## config.mk

```make
export PLATFORM = sky130hd
export DESIGN_NAME = cdlfir_queue
export DESIGN_NICKNAME = d
export VERILOG_FILES = /design/src/rtl/cdlfir_pkg.sv /design/src/rtl/cdlfir_queue.sv
export SDC_FILE = /design/constraint.sdc
export NUM_CORES = 1
export LEC_CHECK = 0
export ABC_AREA = 1
export BUFFER_PORTS_ARGS = -buffer_cell sky130_fd_sc_hd__buf_2
export CORE_MARGIN = 3
export CORE_UTILIZATION = 35
export DETAILED_ROUTE_END_ITERATION = 16
export PLACE_DENSITY = 0.69
export SETUP_SLACK_MARGIN = 0.15
export SLEW_MARGIN = 20
export SYNTH_ARGS = -nofsm -noshare
export SYNTH_HDL_FRONTEND = slang
export SYNTH_SLANG_ARGS = --single-unit
```

## constraint.sdc

```tcl
create_clock -name clk -period 4.45 [get_ports clk]
set_input_delay 0.89 -clock clk [delete_from_list [all_inputs] [get_ports clk]]
set_output_delay 0.89 -clock clk [all_outputs]
set_load 0.005 [all_outputs]
```

## src/rtl/cdlfir_pkg.sv

```systemverilog
// Shared types and constants for the complex delay line FIR MAC block.
// Used by the channel interfaces, the front, queue and back modules and the top level.
// No dependencies.
package cdlfir_pkg;

  localparam int SAMPLE_W   = 16;
  localparam int RES_W      = 40;
  localparam int IDX_W      = 8;
  localparam int DELAY_W    = 8;
  localparam int NTAPS_W    = 9;
  localparam int CFG_IDX_W  = 2;
  localparam int CFG_DATA_W = 16;
  localparam int QDEPTH     = 2;

  localparam logic [NTAPS_W-1:0] NUM_TAPS_RST = NTAPS_W'(64);

  localparam logic [CFG_IDX_W-1:0] CFG_DELAY_OFFSET = CFG_IDX_W'(0);
  localparam logic [CFG_IDX_W-1:0] CFG_NUM_TAPS     = CFG_IDX_W'(1);

  localparam logic RES_MAC    = 1'b0;
  localparam logic RES_SAMPLE = 1'b1;

  typedef enum logic [1:0] {
    CMD_PUSH = 2'd0,
    CMD_COEF = 2'd1,
    CMD_MAC  = 2'd2,
    CMD_READ = 2'd3
  } cmd_t;

  typedef enum logic [1:0] {
    BK_CLEAR,
    BK_IDLE,
    BK_MAC,
    BK_DONE
  } bk_state_t;

  typedef struct packed {
    cmd_t                       op;
    logic signed [SAMPLE_W-1:0] sample_re;
    logic signed [SAMPLE_W-1:0] sample_im;
    logic [IDX_W-1:0]           tap_index;
    logic signed [SAMPLE_W-1:0] coef_re;
    logic signed [SAMPLE_W-1:0] coef_im;
  } q_item_t;

  typedef struct packed {
    logic    valid;
    q_item_t item;
  } enq_t;

  typedef struct packed {
    logic clearing;
    logic busy;
  } bk_status_t;

endpackage

```

## src/rtl/cdlfir_queue.sv

```systemverilog
// Short FIFO of classified items between the front end and the execution back end.
// Depends on cdlfir_pkg.
module cdlfir_queue (
  input  logic                clk,
  input  logic                rst_n,
  input  cdlfir_pkg::enq_t    enq,
  input  logic                pop,
  output cdlfir_pkg::q_item_t head,
  output logic                head_valid,
  output logic                full
);

  localparam int PW  = (cdlfir_pkg::QDEPTH > 1) ? $clog2(cdlfir_pkg::QDEPTH) : 1;
  localparam int CNW = $clog2(cdlfir_pkg::QDEPTH + 1);

  cdlfir_pkg::q_item_t q_mem [cdlfir_pkg::QDEPTH];

  logic [PW-1:0]  wr_ptr_r, wr_ptr_nxt;
  logic [PW-1:0]  rd_ptr_r, rd_ptr_nxt;
  logic [CNW-1:0] count_r, count_nxt;
  logic           do_push, do_pop;

  assign full       = (count_r == CNW'(cdlfir_pkg::QDEPTH));
  assign head_valid = (count_r != '0);
  assign head       = q_mem[rd_ptr_r];
  assign do_push    = enq.valid && !full;
  assign do_pop     = pop && head_valid;

  always_comb begin
    wr_ptr_nxt = wr_ptr_r;
    rd_ptr_nxt = rd_ptr_r;
    count_nxt  = count_r;
    if (do_push) begin
      wr_ptr_nxt = (wr_ptr_r == PW'(cdlfir_pkg::QDEPTH - 1)) ? '0 : wr_ptr_r + 1'b1;
    end
    if (do_pop) begin
      rd_ptr_nxt = (rd_ptr_r == PW'(cdlfir_pkg::QDEPTH - 1)) ? '0 : rd_ptr_r + 1'b1;
    end
    if (do_push && !do_pop) begin
      count_nxt = count_r + 1'b1;
    end else if (do_pop && !do_push) begin
      count_nxt = count_r - 1'b1;
    end
  end

  always_ff @(posedge clk) begin
    if (!rst_n) begin
      wr_ptr_r <= '0;
      rd_ptr_r <= '0;
      count_r  <= '0;
    end else begin
      wr_ptr_r <= wr_ptr_nxt;
      rd_ptr_r <= rd_ptr_nxt;
      count_r  <= count_nxt;
    end
  end

  always_ff @(posedge clk) begin
    if (do_push) begin
      q_mem[wr_ptr_r] <= enq.item;
    end
  end

endmodule

```

==> flow_metrics.env <==
export IMPL_outcome="finished, final reports clean"
export IMPL_clock_skew_ns=0.00634
export IMPL_initialDrtViolationCount=136
export IMPL_synth_top_family_by_area="multiplexers"
export IMPL_hold_buffers=0
export IMPL_holdCritPathClass="flip-flop to flip-flop"
export IMPL_crit_type="flip-flop to output pin"
export IMPL_slew_limit_headroom_pct=33.3
export IMPL_synth_nets=346
export IMPL_synth_top_area_cell="edfxtp_1"
export IMPL_area_growth_pct=27.3
export IMPL_io_buffers=153
export IMPL_hold_viol=0
export IMPL_synthCells=267
export IMPL_root_buffer="clkbuf_16"
export IMPL_place_ws_ns=1.79
export IMPL_start_util_pct=36.2
export IMPL_synth_top_area_share_pct=76.2
export IMPL_clock_latency_ns=0.41
export IMPL_ant_nets=0
export IMPL_gp_congestion=0.717
export IMPL_synth_area_leaders="edfxtp_1 76%, mux2_4 15%, mux2_2 2.7%, dfxtp_1 1.7%, buf_6 1.4%"
export IMPL_rsz0062_at_grt="false"
export IMPL_synthXorXnorAreaFrac_pct=0
export IMPL_drv_slew=0
export IMPL_r2r_end="q_mem[1][41]"
export IMPL_avgSynthCellArea_um2=21.8
export IMPL_post_drt_wl_per_cell_um=16.2
export IMPL_cts_resized=0
export IMPL_critPathSlowestCell="dfxtp_4"
export IMPL_cts_tree="done"
export IMPL_path_cells="buf_4 -> mux2_2 -> buf_2"
export IMPL_r2r_start="count_r[1]"
export IMPL_fin_crit_ns=3.06
export IMPL_layout_nets=515
export IMPL_io_pins=154
export IMPL_synthMuxAreaShare_pct=18.2
export IMPL_netlist_area_um2=5830
export IMPL_vias_per_cell=4.41
export IMPL_cp_num_cells=3
export IMPL_fin_ws_ns=1.39
export IMPL_finalSetupViolations=0
export IMPL_max_stage_delay_ns=0.74
export IMPL_cts_clk_slew_worst_paths_ns=0.06
export IMPL_worst_path_buf_inv=2
export IMPL_fin_crit_sh_pct=68.8
export IMPL_grt_pass1_vias=3181
export IMPL_hpwl_mm=7.14
export IMPL_p_per_area_nw_per_um2=554
export IMPL_cts_made_buffers=17
export IMPL_required_ns=3.56
export IMPL_crit_end="head[69]"
export IMPL_rrSetupSlack_ns=2.38
export IMPL_startpoint_type="flip-flop"
export IMPL_htreeDepth=4
export IMPL_ys_ff_latch=153
export IMPL_drc=0
export IMPL_die_area_um2=18200
export IMPL_drt_pass1_iterations=4
export IMPL_antenna_found_initial=2
export IMPL_wl_mm=10.8
export IMPL_crit_fanout=33
export IMPL_netlist_cell_type_count=16
export IMPL_vias=2934
export IMPL_synth_adder_area_share_pct=0.215
export IMPL_endpoint_kind="output pin"
export IMPL_coreArea_um2=16100
export IMPL_utilization_pct=46.1
export IMPL_synth_compound_area_share_pct=0.536
export IMPL_ys_seq_area_share_pct=77.9
export IMPL_r2r_cells=4
export IMPL_cts_repair_timing_setup_buffer_count=0
export IMPL_cts_sinks=153
export IMPL_fmaxAchievable_ghz=0.326
export IMPL_drive_above_1_share_pct=59.0
export IMPL_finalPower_mw=4.11
export IMPL_crit_arrival_ns=2.17
export IMPL_cts_max_path_buffers=2
export IMPL_tightest_slew_ns=0.999
export IMPL_power_leakage_nw=2.89
export IMPL_dieHeight_um=135
export IMPL_yosys_area_share_simple_pct=1.22
export IMPL_max_cap_viol_count=0
export IMPL_grt_use_total_pct=12.1
export IMPL_die_w_um=135
export IMPL_grt_pass1_wl_mm=16.6
export IMPL_grt_max_degree=44
export IMPL_std_cell_rows=46
export IMPL_ir_drop_mv=0.228
export IMPL_overflow=0
export IMPL_ys_warn_count=0
export IMPL_worst_path_dominant_cell_family="flip-flops"
==> worst min-delay path by stage <==
stage,start,endpoint,slack [ns],cells after the start
6_report,rd_ptr_r,rd_ptr_r,0.50,2
5_1_grt,rd_ptr_r,rd_ptr_r,0.53,2
4_1_cts,rd_ptr_r,rd_ptr_r,0.51,2
3_5_place_dp,rd_ptr_r,rd_ptr_r,0.49,2
3_3_place_gp,rd_ptr_r,rd_ptr_r,0.48,2
2_1_floorplan,rd_ptr_r,flip-flop,0.47,2
==> layout make-up <==
| type | count | area [um^2] |
|---|---|---|
| sequential | 153 | 4550 |
| clock inverter | 13 | 105 |
| timing repair buffer | 158 | 848 |
| antenna | 1 | 2.50 |
| fill | 1442 | 8690 |
| clock buffer | 19 | 433 |
| tap | 216 | 270 |
| multi-input combinational | 98 | 1190 |
| inverter | 8 | 30.0 |
==> power by group <==
part | total, mW | internal (mW) | switching (mW)
Sequential | 1.92 | 1.82 | 0.0997
Combinational | 0.894 | 0.496 | 0.398
Clock | 1.30 | 0.761 | 0.534
==> cell families after synthesis <==
logic type	after synthesis
and+or+nand+nor	18
DFF	153
muxes	74
AOI/OAI and AO/OA	5
buffers and inverters	16
adders and majority gates	1
==> synth_stat cells <==
master and number:
o21a_1 1, buf_6 7, nand3_1 1, o21ai_0 2, mux2_2 14, inv_1 8, edfxtp_1 148, mux2_4 60
dfxtp_1 5, o21ai_2 1, buf_2 1, nor2_1 9, ha_1 1, nand2_1 7, nand4_1 1, a21oi_1 1
==> through the flow <==
stage | area [um^2] | TNS, ns | std cells | hold slack [ns]
finish | 7430 | 0 | 666 | 0.503
global route | 7420 | 0 | 665 | 0.528
CTS | 7400 | 0 | 664 | 0.510
detailed placement | 6860 | 0 | 632 | 0.493
global placement | 6860 | 0 | 632 | 0.484
floorplan | 5830 | -15.11 | 267 | 0.467
==> metal layers <==
metal  routed length [um]  track usage (%)  share of wire [%]
met3                  823             5.51                7.6
met5                   20                0               0.19
met2                 5550             19.8                 51
met1                 4260             13.8                 40
met4                  122             4.76                1.1
==> layout by cell type (no fill, tap or decap), types with 4 or more instances in the layout <==
cell type / n
edfxtp_1: 148
nand2_1: 7
buf_2: 153
inv_1: 8
mux2_2: 14
clkbuf_16: 17
mux2_4: 60
dfxtp_1: 4
clkinv_2: 5
nor2_1: 7
clkinvlp_4: 5
==> worst reg2reg max path, cell delays in order (launching register included) <==
cell,delay [ns]
dfxtp_1,0.33
inv_1,0.14
o21ai_2,0.13
nor2_4,0.77
buf_12,0.37
==> registers in the layout, summed over array words and instances (netlist names), named ones only <==
name / flops
count_r: 2
wr_ptr_r: 1
q_mem: 148
rd_ptr_r: 1
(Power assumes the default switching activity.)
